File: src/pvmf_pkg.sv
// Package of the port VLAN membership filter: sizes, codes and cell control.
// No dependencies; imported by every module of the block.
`default_nettype none

package pvmf_pkg;

    localparam int TABLE_DEPTH = 16;
    localparam int VID_W       = 12;
    localparam int CNT_W       = $clog2(TABLE_DEPTH + 1);

    // Item commands.
    typedef enum logic [1:0] {
        CMD_INGRESS = 2'd0,
        CMD_EGRESS  = 2'd1,
        CMD_ADD     = 2'd2,
        CMD_REMOVE  = 2'd3
    } cmd_t;

    // Result status codes.
    typedef enum logic [1:0] {
        ST_OK        = 2'd0,
        ST_FULL      = 2'd1,
        ST_NOT_FOUND = 2'd2
    } status_t;

    // Configuration register indexes.
    localparam logic [1:0] CFG_BRIDGE_ATTACHED = 2'd0;
    localparam logic [1:0] CFG_FILTERING_ON    = 2'd1;
    localparam logic [1:0] CFG_PROTO_8021AD    = 2'd2;

    // Commands broadcast along the row of cells.
    typedef struct packed {
        logic upd_match;   // matching cell takes the new untagged flag
        logic shift_hit;   // cells at or above the hit take their upper neighbor
    } cell_ctrl_t;

endpackage

`default_nettype wire

File: src/pvmf_cell.sv
// One slot of the VLAN membership table: id, untagged flag and compare.
// Depends on pvmf_pkg.
`default_nettype none

module pvmf_cell
    import pvmf_pkg::*;
(
    input  wire logic             clk,
    input  wire cell_ctrl_t       ctrl,
    input  wire logic             load,
    input  wire logic             occupied,
    input  wire logic [VID_W-1:0] key_vid,
    input  wire logic             key_untag,
    input  wire logic [VID_W-1:0] nbr_vid,
    input  wire logic             nbr_untag,
    input  wire logic             hit_below,
    output logic      [VID_W-1:0] vid,
    output logic                  untag,
    output logic                  match,
    output logic                  hit_upto
);

    logic [VID_W-1:0] vid_reg;
    logic             untag_reg;

    // Compare the key against this slot and extend the hit chain.
    assign match    = occupied && (vid_reg == key_vid);
    assign hit_upto = hit_below || match;
    assign vid      = vid_reg;
    assign untag    = untag_reg;

    // Slot contents: shift down on remove, load on insert, flag update on hit.
    always_ff @(posedge clk)
    begin
        if (ctrl.shift_hit && hit_upto)
        begin
            vid_reg   <= nbr_vid;
            untag_reg <= nbr_untag;
        end
        else if (load)
        begin
            vid_reg   <= key_vid;
            untag_reg <= key_untag;
        end
        else if (ctrl.upd_match && match)
        begin
            untag_reg <= key_untag;
        end
    end

endmodule

`default_nettype wire

File: src/port_vlan_membership_filter_top.sv
// Top level of the port VLAN membership filter: row of table cells,
// fill count, PVID, configuration registers and the result register.
// Depends on pvmf_pkg and pvmf_cell.
//
//  channel   handshake                  payload
//  item      item_valid / item_stall    command, vlan_id, tag and entry flags
//  result    result_valid/result_stall  result_vid, out tag fields, status
//  config    cfg_valid / cfg_ready      cfg_index, cfg_data
//
// Every item is looked up in all 16 cells at once and its result is
// registered at the accepting edge: one item per cycle while item_stall is low.
// The row of cells and the fill count update at the same edge.
// Reset clears the fill count, the PVID and the configuration; table
// contents are meaningful only below the fill count.
// A waiting result stalls the item side only while result_stall is high.
`default_nettype none

module port_vlan_membership_filter_top
    import pvmf_pkg::*;
(
    input  wire logic             clk,
    input  wire logic             rst_n,
    input  wire logic             item_valid,
    output logic                  item_stall,
    input  wire logic [1:0]       command,
    input  wire logic [VID_W-1:0] vlan_id,
    input  wire logic             tag_present,
    input  wire logic             tag_is_8021ad,
    input  wire logic             entry_untagged,
    input  wire logic             entry_is_pvid,
    output logic                  result_valid,
    input  wire logic             result_stall,
    output logic      [VID_W-1:0] result_vid,
    output logic                  out_tag_present,
    output logic                  out_tag_is_8021ad,
    output logic      [1:0]       status,
    input  wire logic             cfg_valid,
    output logic                  cfg_ready,
    input  wire logic [1:0]       cfg_index,
    input  wire logic             cfg_data
);

    logic             bridge_reg;
    logic             filter_reg;
    logic             proto_reg;
    logic [CNT_W-1:0] count_reg, count_next;
    logic [VID_W-1:0] pvid_reg, pvid_next;
    logic             valid_reg;
    logic [VID_W-1:0] rvid_reg, rvid_next;
    logic             otag_reg, otag_next;
    logic             oad_reg, oad_next;
    status_t          status_reg, status_next;

    logic                   accept;
    cmd_t                   cmd;
    cell_ctrl_t             ctrl;
    logic [TABLE_DEPTH-1:0] load;
    logic [TABLE_DEPTH-1:0] occupied;
    logic [TABLE_DEPTH-1:0] match;
    logic [TABLE_DEPTH-1:0] untag;
    logic [TABLE_DEPTH:0]   hit;
    logic [VID_W-1:0]       cell_vid [TABLE_DEPTH];
    logic [VID_W-1:0]       nbr_vid  [TABLE_DEPTH];
    logic [TABLE_DEPTH-1:0] nbr_untag;
    logic                   found;
    logic                   hit_untag;
    logic                   add_new;

    assign cmd          = cmd_t'(command);
    assign accept       = item_valid && !item_stall;
    assign item_stall   = valid_reg && result_stall;
    assign cfg_ready    = 1'b1;
    assign result_valid = valid_reg;
    assign result_vid   = rvid_reg;
    assign out_tag_present   = otag_reg;
    assign out_tag_is_8021ad = oad_reg;
    assign status       = status_reg;

    // Row of cells; on a remove, cells at or above the hit take their upper neighbor's contents.
    assign hit[0] = 1'b0;
    for (genvar i = 0; i < TABLE_DEPTH; i++)
    begin : g_cell
        assign occupied[i] = (CNT_W'(i) < count_reg);
        assign load[i]     = add_new && (CNT_W'(i) == count_reg);
        if (i == TABLE_DEPTH - 1)
        begin : g_top
            assign nbr_vid[i]   = cell_vid[i];
            assign nbr_untag[i] = untag[i];
        end
        else
        begin : g_mid
            assign nbr_vid[i]   = cell_vid[i+1];
            assign nbr_untag[i] = untag[i+1];
        end
        pvmf_cell u_cell (
            .clk       (clk),
            .ctrl      (ctrl),
            .load      (load[i]),
            .occupied  (occupied[i]),
            .key_vid   (vlan_id),
            .key_untag (entry_untagged),
            .nbr_vid   (nbr_vid[i]),
            .nbr_untag (nbr_untag[i]),
            .hit_below (hit[i]),
            .vid       (cell_vid[i]),
            .untag     (untag[i]),
            .match     (match[i]),
            .hit_upto  (hit[i+1])
        );
    end

    assign found     = hit[TABLE_DEPTH];
    assign hit_untag = |(match & untag);

    // Command decode, table control and the next result.
    always_comb
    begin
        count_next  = count_reg;
        pvid_next   = pvid_reg;
        rvid_next   = '0;
        otag_next   = 1'b0;
        oad_next    = 1'b0;
        status_next = ST_OK;
        add_new     = 1'b0;
        ctrl        = '0;
        unique case (cmd)
            CMD_INGRESS:
            begin
                if (bridge_reg && filter_reg)
                begin
                    if (tag_present && (tag_is_8021ad == proto_reg) && found)
                        rvid_next = vlan_id;
                    else
                        rvid_next = pvid_reg;
                end
            end
            CMD_EGRESS:
            begin
                if (bridge_reg && found && !hit_untag)
                begin
                    rvid_next = vlan_id;
                    otag_next = 1'b1;
                    oad_next  = proto_reg;
                end
            end
            CMD_ADD:
            begin
                if (found)
                begin
                    ctrl.upd_match = accept;
                    if (entry_is_pvid)
                        pvid_next = vlan_id;
                end
                else if (count_reg == CNT_W'(TABLE_DEPTH))
                begin
                    status_next = ST_FULL;
                end
                else
                begin
                    add_new    = accept;
                    count_next = count_reg + CNT_W'(1);
                    if (entry_is_pvid)
                        pvid_next = vlan_id;
                end
            end
            CMD_REMOVE:
            begin
                if (!found)
                begin
                    status_next = ST_NOT_FOUND;
                end
                else
                begin
                    ctrl.shift_hit = accept;
                    count_next     = count_reg - CNT_W'(1);
                    if (vlan_id == pvid_reg)
                        pvid_next = '0;
                end
            end
            default:
            begin
                status_next = ST_OK;
            end
        endcase
    end

    // Control state: fill count, PVID and result valid.
    always_ff @(posedge clk or negedge rst_n)
    begin
        if (!rst_n)
        begin
            count_reg <= '0;
            pvid_reg  <= '0;
            valid_reg <= 1'b0;
        end
        else
        begin
            if (accept)
            begin
                count_reg <= count_next;
                pvid_reg  <= pvid_next;
                valid_reg <= 1'b1;
            end
            else if (!result_stall)
            begin
                valid_reg <= 1'b0;
            end
        end
    end

    // Result beat payload.
    always_ff @(posedge clk)
    begin
        if (accept)
        begin
            rvid_reg   <= rvid_next;
            otag_reg   <= otag_next;
            oad_reg    <= oad_next;
            status_reg <= status_next;
        end
    end

    // Configuration registers.
    always_ff @(posedge clk or negedge rst_n)
    begin
        if (!rst_n)
        begin
            bridge_reg <= 1'b0;
            filter_reg <= 1'b0;
            proto_reg  <= 1'b0;
        end
        else if (cfg_valid && cfg_ready)
        begin
            unique case (cfg_index)
                CFG_BRIDGE_ATTACHED: bridge_reg <= cfg_data;
                CFG_FILTERING_ON:    filter_reg <= cfg_data;
                CFG_PROTO_8021AD:    proto_reg  <= cfg_data;
                default:             ;
            endcase
        end
    end

endmodule

`default_nettype wire

File: config.mk
export PLATFORM = sky130hd
export DESIGN_NAME = port_vlan_membership_filter_top
export DESIGN_NICKNAME = d
export VERILOG_FILES = /design/src/pvmf_pkg.sv /design/src/pvmf_cell.sv /design/src/port_vlan_membership_filter_top.sv
export SDC_FILE = /design/constraint.sdc
export NUM_CORES = 1
export LEC_CHECK = 0
export ABC_AREA = 0
export BUFFER_PORTS_ARGS = -buffer_cell sky130_fd_sc_hd__buf_2
export CAP_MARGIN = 20
export CORE_UTILIZATION = 45
export CTS_CLUSTER_DIAMETER = 50
export DETAILED_ROUTE_END_ITERATION = 10
export GPL_TIMING_DRIVEN = 0
export PLACE_DENSITY = 0.67
export SLEW_MARGIN = 20
export SYNTH_ARGS = -nofsm -noshare
export SYNTH_HDL_FRONTEND = slang
export SYNTH_HIERARCHICAL = 1
export SYNTH_SLANG_ARGS = --single-unit
File: constraint.sdc
create_clock -name clk -period 29.2 [get_ports clk]
set_input_delay 2.92 -clock clk [delete_from_list [all_inputs] [get_ports clk]]
set_output_delay 2.92 -clock clk [all_outputs]
set_load 0.01 [all_outputs]
## Word-level counts from Yosys, hierarchy flattened

Index checks and enable logic that the tools add are counted.
W data, S select, Z words.

- Flip-flop bits (word level): 245
- Bits of input ports: 26
- Output and inout port bits: 19
- Word-level logic and storage cells: 343

- Add/sub/neg operators: 2
- Magnitude comparators: 16
- Equal/unequal tests: 45
- Mux-type cells: 104
- Bitwise gates (word level): 2
- Reduce and logical (&&, ||, !) cells: 132

Operators with widths:

| operator | number |
|---|---|
| $mux W12 | 38 |
| $eq A12 B12 Y1 | 17 |
| $logic_and A1 B1 Y1 | 71 |
| $mux W1 | 58 |
| $pmux W12 S2 | 2 |
| $reduce_bool A3 Y1 | 15 |
| $eq A4 B5 Y1 const A | 8 |
| $lt A4 B5 Y1 const A | 8 |
| $reduce_bool A2 Y1 | 17 |
| $eq A3 B5 Y1 const A | 4 |
| $lt A3 B5 Y1 const A | 4 |
| $and A16 B16 Y16 | 1 |
| $reduce_or A16 Y1 | 1 |
| $logic_or A1 B1 Y1 | 15 |
| $mux W5 | 3 |
| $reduce_and A2 Y1 | 6 |
| $eq A2 B5 Y1 const A | 2 |
| $lt A1 B5 Y1 const A | 2 |
| $lt A2 B5 Y1 const A | 2 |
| $pmux W5 S2 | 1 |
| $reduce_and A5 Y1 | 2 |
| $ne A2 B2 Y1 const B | 4 |
| $eq A2 B2 Y1 const B | 3 |
| $add A5 B1 Y5 const B | 1 |
| 13 further kinds | 16 |

## Logic depth before layout (Yosys ltp)

- Word-level depth: 23
- Gate-level depth with buffers: 75
- Gate-level depth less buffers: 58

## Hierarchy

Netlist, hierarchy kept.

By module, submodules not included:

| module | times used | cells each | area each (um2) | sequential area each (um2) |
|---|---|---|---|---|
| pvmf_cell | 16 | 90 | 940.9 | 390.4 |
| port_vlan_membership_filter_top | 1 | 217 | 2187.1 | 1006.0 |

## Least setup slack after synthesis

Ideal clock, no wire load.

- Kind: input-to-reg
- Start point: in vlan_id[5]
- End point: reg g_cell[0].u_cell.vid_reg[0], enable pin
- Library setup time: 0.383 ns
- Arrival: 13.411 ns
- Required time: 28.817 ns
- Slack: 15.406 ns
- Cell stages on the path: 69
- Path buffers: 17
- Path through: xor2_1 > or4_4 > o41a_1 > buf_6 > inv_1 > inv_1 > o41a_1 > buf_6 > inv_1 > inv_1 > o41a_1 > buf_6 > inv_1 > inv_1 > o41a_1 > buf_6 > inv_1 > inv_1 > [... 33 more ...] > buf_6 > inv_1 > inv_1 > o41a_1 > buf_6 > inv_1 > inv_1 > o41a_1 > buf_6 > inv_1 > inv_1 > o41a_1 > buf_6 > inv_1 > and3_1 > inv_1 > clkbuf_1 > o21bai_1

RTL lines:

| element | line | source |
|---|---|---|
| start, declared | port_vlan_membership_filter_top.sv:26 | `input wire logic [VID_W-1:0] vlan_id,` |
| end signal, assigned | pvmf_cell.sv:37 | `vid_reg <= nbr_vid;` |
| end signal, assigned | pvmf_cell.sv:42 | `vid_reg <= key_vid;` |
| end, declared | pvmf_cell.sv:23 | `logic [VID_W-1:0] vid_reg;` |

## Worst setup path after layout

- Start point: in vlan_id[3]
- End point: reg g_cell[11].u_cell.vid_reg[0], enable pin

- Cells in the longest elaborated chain, start to end: 21
- Elaborated cells between the ends (all ways): 54
- Those cells by class: 16 x eq/ne; 4 x mux; 34 x reduce/logical

Ends and longest elaborated chain:

| element | line | source |
|---|---|---|
| $eq A12 B12 Y1 | pvmf_cell.sv:27 | `assign match = occupied && (vid_reg == key_vid);` |
| $logic_and A1 B1 Y1 | pvmf_cell.sv:27 |  |
| net hit[1] | port_vlan_membership_filter_top.sv:61 | `logic [TABLE_DEPTH:0] hit;` |
| $logic_or A1 B1 Y1 | pvmf_cell.sv:28 | `assign hit_upto = hit_below \|\| match;` |
| net hit[2] | port_vlan_membership_filter_top.sv:61 |  |
| $logic_or A1 B1 Y1 | pvmf_cell.sv:28 |  |
| net hit[3] | port_vlan_membership_filter_top.sv:61 |  |
| $logic_or A1 B1 Y1 | pvmf_cell.sv:28 |  |
| net hit[4] | port_vlan_membership_filter_top.sv:61 |  |
| [... 1 more ...] | - |  |
| net hit[5] | port_vlan_membership_filter_top.sv:61 |  |
| [... 1 more ...] | - |  |
| net hit[6] | port_vlan_membership_filter_top.sv:61 |  |
| [... 1 more ...] | - |  |
| net hit[7] | port_vlan_membership_filter_top.sv:61 |  |
| [... 1 more ...] | - |  |
| net hit[8] | port_vlan_membership_filter_top.sv:61 |  |
| [... 1 more ...] | - |  |
| net hit[9] | port_vlan_membership_filter_top.sv:61 |  |
| [... 1 more ...] | - |  |
| net hit[10] | port_vlan_membership_filter_top.sv:61 |  |
| [... 1 more ...] | - |  |
| net hit[11] | port_vlan_membership_filter_top.sv:61 |  |
| [... 1 more ...] | - |  |
| net hit[12] | port_vlan_membership_filter_top.sv:61 |  |
| [... 1 more ...] | - |  |
| net hit[13] | port_vlan_membership_filter_top.sv:61 |  |
| [... 1 more ...] | - |  |
| net hit[14] | port_vlan_membership_filter_top.sv:61 |  |
| [... 1 more ...] | - |  |
| net hit[15] | port_vlan_membership_filter_top.sv:61 |  |
| $logic_or A1 B1 Y1 | pvmf_cell.sv:28 |  |
| net found | port_vlan_membership_filter_top.sv:65 | `logic found;` |
| $mux W1 | port_vlan_membership_filter_top.sv:148 | `if (found)` |
| $mux W1 | port_vlan_membership_filter_top.sv:126 | `unique case (cmd)` |
| $logic_and A1 B1 Y1 | port_vlan_membership_filter_top.sv:84 | `assign load[i] = add_new && (CNT_W'(i) == count_reg);` |
| net load[11] | port_vlan_membership_filter_top.sv:57 | `logic [TABLE_DEPTH-1:0] load;` |
| $reduce_bool A2 Y1 (no line) | - |  |
| end signal, assigned | pvmf_cell.sv:37 |  |
| end signal, assigned | pvmf_cell.sv:42 |  |
| end, declared | pvmf_cell.sv:23 |  |

The timed path passes the listed nets, and every way through them passes these cells.
A chain may end at the register's enable or synchronous reset.

==> results.sh <==
export IMPL_pin_count=45
export IMPL_hold_class="reg -> reg"
export IMPL_ant_nets=0
export IMPL_nets=1777
export IMPL_overflow=0
export IMPL_r2r_slack_ns=14.66
export IMPL_dp_hpwl_um=32200
export IMPL_post_cts_buffers=0
export IMPL_antenna_found_initial=0
export IMPL_antennaDiodeCount=0
export IMPL_final_layout_size_suffix_gt1_frac=0.196
export IMPL_grt_max_degree=65
export IMPL_clock_fmax_ghz=0.0595
export IMPL_cpMostUsedCell="inv_1"
export IMPL_cap_viol_max_count=0
export IMPL_drc_errors=0
export IMPL_syn_avg_cell_area_um2=10.4
export IMPL_vias=13429
export IMPL_power_density_nw_per_um2=52.6
export IMPL_worstMarginPinSlew_ns=1.17
export IMPL_cts_tree="built"
export IMPL_timing_rr_start="count_reg[3]"
export IMPL_hold_depth=1
export IMPL_clk_path_buf_depth=3
export IMPL_die_y_um=198
export IMPL_placed_cells=2216
export IMPL_grt_use_total=0.239
export IMPL_cts_sinks=245
export IMPL_coreArea_um2=37700
export IMPL_synth_most_common_cell="nand2_1"
export IMPL_htree_levels=2
export IMPL_netlist_top_cells_count="nand2_1 (264), inv_1 (261), edfxtp_1 (224), xor2_1 (190), o32ai_2 (128)"
export IMPL_yosysWarningCount=6
export IMPL_hp_start="bridge_reg"
export IMPL_p_leak_nw=7.75
export IMPL_holdPathEnd="bridge_reg"
export IMPL_critPathSlowestCell="buf_2"
export IMPL_drv_slew=0
export IMPL_setup_violations=0
export IMPL_status="finished, final reports clean"
export IMPL_largest_reg_flops=192
export IMPL_r2r_end="g_cell[11].u_cell/vid[0]"
export IMPL_totalWireLength_um=46500
export IMPL_via_per_inst=5.88
export IMPL_regArea_um2=7250
export IMPL_grt_pass1_wl_um=73500
export IMPL_ys_flop_type="edfxtp_1"
export IMPL_area_growth_pct=12.7
export IMPL_drt_iter0_drc=972
export IMPL_nFillCells=3360
export IMPL_cp_data_required_time_ns=29.33
export IMPL_dieWidth_um=198
export IMPL_synth_top_area_frac=0.390
export IMPL_insertion_delay_ns=0.52
export IMPL_numCtsBuffers=36
export IMPL_synthDistinctLibCells=58
export IMPL_r2r_cells=73
export IMPL_clk_pin_slew_worst_paths_ns=0.05
export IMPL_wire_per_inst_um=20.3
export IMPL_postCtsHoldBufs=0
export IMPL_die_area_um2=39100
export IMPL_finalCritPeriodShare=0.576
export IMPL_yosysSeqAreaShare=0.421
export IMPL_std_cell_rows=71
export IMPL_multiInputGateArea_um2=8620
export IMPL_yosysTopAreaCell="edfxtp_1"
export IMPL_cp_max_fo=35
export IMPL_final_cells=2284
export IMPL_timing_slew_headroom=0.219
export IMPL_slowest_delay_ns=0.85
export IMPL_syn_instance_count=1657
export IMPL_fin_skew_ns=0.0219
export IMPL_routabilityCongestion=0.898
export IMPL_critPathCaptureType="flop"
export IMPL_min_period_ns=16.82
export IMPL_rsz0062_at_grt="no"
export IMPL_cts_resized_gates=0
export IMPL_synth_edf_count=224
export IMPL_critPathKind="in -> reg"
export IMPL_synthArstFlopShare=0.0857
export IMPL_crit_family="buffers and inverters"
export IMPL_startpoint_type="input port"
export IMPL_ys_ff_latch=245
export IMPL_critPathBufInv=48
export IMPL_grt_pass1_vias=13444
export IMPL_numPortBuffers=43
export IMPL_fin_tns_setup_ns=0
export IMPL_synthTopCellsByArea="edfxtp_1 (39%), o32ai_2 (12%), xor2_1 (9.7%), nand2_1 (5.7%), inv_1 (5.7%)"
export IMPL_netlist_area_um2=17200
export IMPL_hold_viol_final=0
export IMPL_critPathArrivalTime_ns=16.95
export IMPL_cts_root_buf="clkbuf_16"
export IMPL_power_ir_vdd_worst_v=0.0000360
export IMPL_drt_pass1_iterations=7
export IMPL_initial_core_util=0.458
[report_power, final]
group	total, W	switching, W	internal [W]
Combinational	0.000173	0.000117	0.0000560
Sequential	0.000411	0.0000114	0.000399
Clock	0.000438	0.000164	0.000274
Total	0.00102	0.000292	0.000729
[stage by stage]
step | util | hold slack (ns) | area [um2] | power (W) | setup WS [ns]
final | 0.516 | 0.508 | 19400 | 0.00102 | 12.38
after global routing | 0.516 | 0.542 | 19400 | 0.00106 | 11.31
after CTS | 0.514 | 0.511 | 19400 | 0.00102 | 12.58
after detailed placement | 0.482 | 0.500 | 18200 | 0.000586 | 12.09
after global placement | 0.481 | 0.489 | 18100 | 0.000580 | 11.99
after floorplan | - | 0.474 | 17200 | 0.000528 | 15.41
[worst max path at each step]
stage | startpoint | slack, ns | to | cells past startpoint
final | vlan_id[3] | 12.38 | g_cell[11].u_cell/vid[0] | 72
after global routing | vlan_id[3] | 11.31 | g_cell[11].u_cell/vid[0] | 72
after CTS | vlan_id[3] | 12.58 | g_cell[2].u_cell/vid[6] | 72
after detailed placement | vlan_id[3] | 12.09 | g_cell[2].u_cell/vid[4] | 72
after global placement | vlan_id[9] | 11.99 | g_cell[2].u_cell/vid[4] | 70
after floorplan | vlan_id[5] | 15.41 | g_cell[0].u_cell/vid[0] | 69
[routing by layer]
| layer | up-vias | routed length [um] | GRT usage |
|---|---|---|---|
| met1 | 6618 | 19700 | 0.308 |
| met3 | 95 | 2590 | 0.0293 |
| li1 | 6298 | - | - |
| met4 | 0 | 1190 | 0.0732 |
| met5 | - | 0 | 0 |
| met2 | 418 | 23000 | 0.417 |
[cell type report]
cell class	count	share of cell area
multi-input combinational	1078	0.444
clock inverter	22	0.0143
inverter	261	0.0504
buffer	75	0.0225
tap	511	0.0329
clock buffer	43	0.0477
sequential	245	0.373
timing repair buffer	49	0.0155
[logic make-up (layout without fill, tap and decap cells)]
family,Yosys count,count (layout),share of synthesized area
and+or+nand+nor,534,534,0.166
xor gates and xnor gates,210,210,0.107
muxes,3,3,0.00196
DFF,245,245,0.421
other,2,4,0.000436
buffers and inverters,336,450,0.0821
AOI/OAI and AO/OA,322,322,0.219
adders and majority gates,5,5,0.00363
[cells in the final DEF (no fill, tap or decap), types with 11 or more instances in the layout]
cell and instances:
o21bai_1 12, o32ai_1 80, edfxtp_1 224, nor4_2 16, and4b_1 16, xor2_1 190, o41a_1 16, nor4b_1 17
or2_2 17, clkbuf_16 36, clkbuf_1 44, nor4_1 34, buf_6 18, dfrtp_1 21, a22o_2 11, o41ai_1 16
inv_1 261, nand2_1 264, o31a_1 16, buf_2 62, o32ai_2 128, or4_4 16, a22o_1 13, or3_1 32
nand3_1 40, or4_1 16, nor2_1 36, xnor2_1 20
No activity file was read; power rests on OpenSTA's default activity.
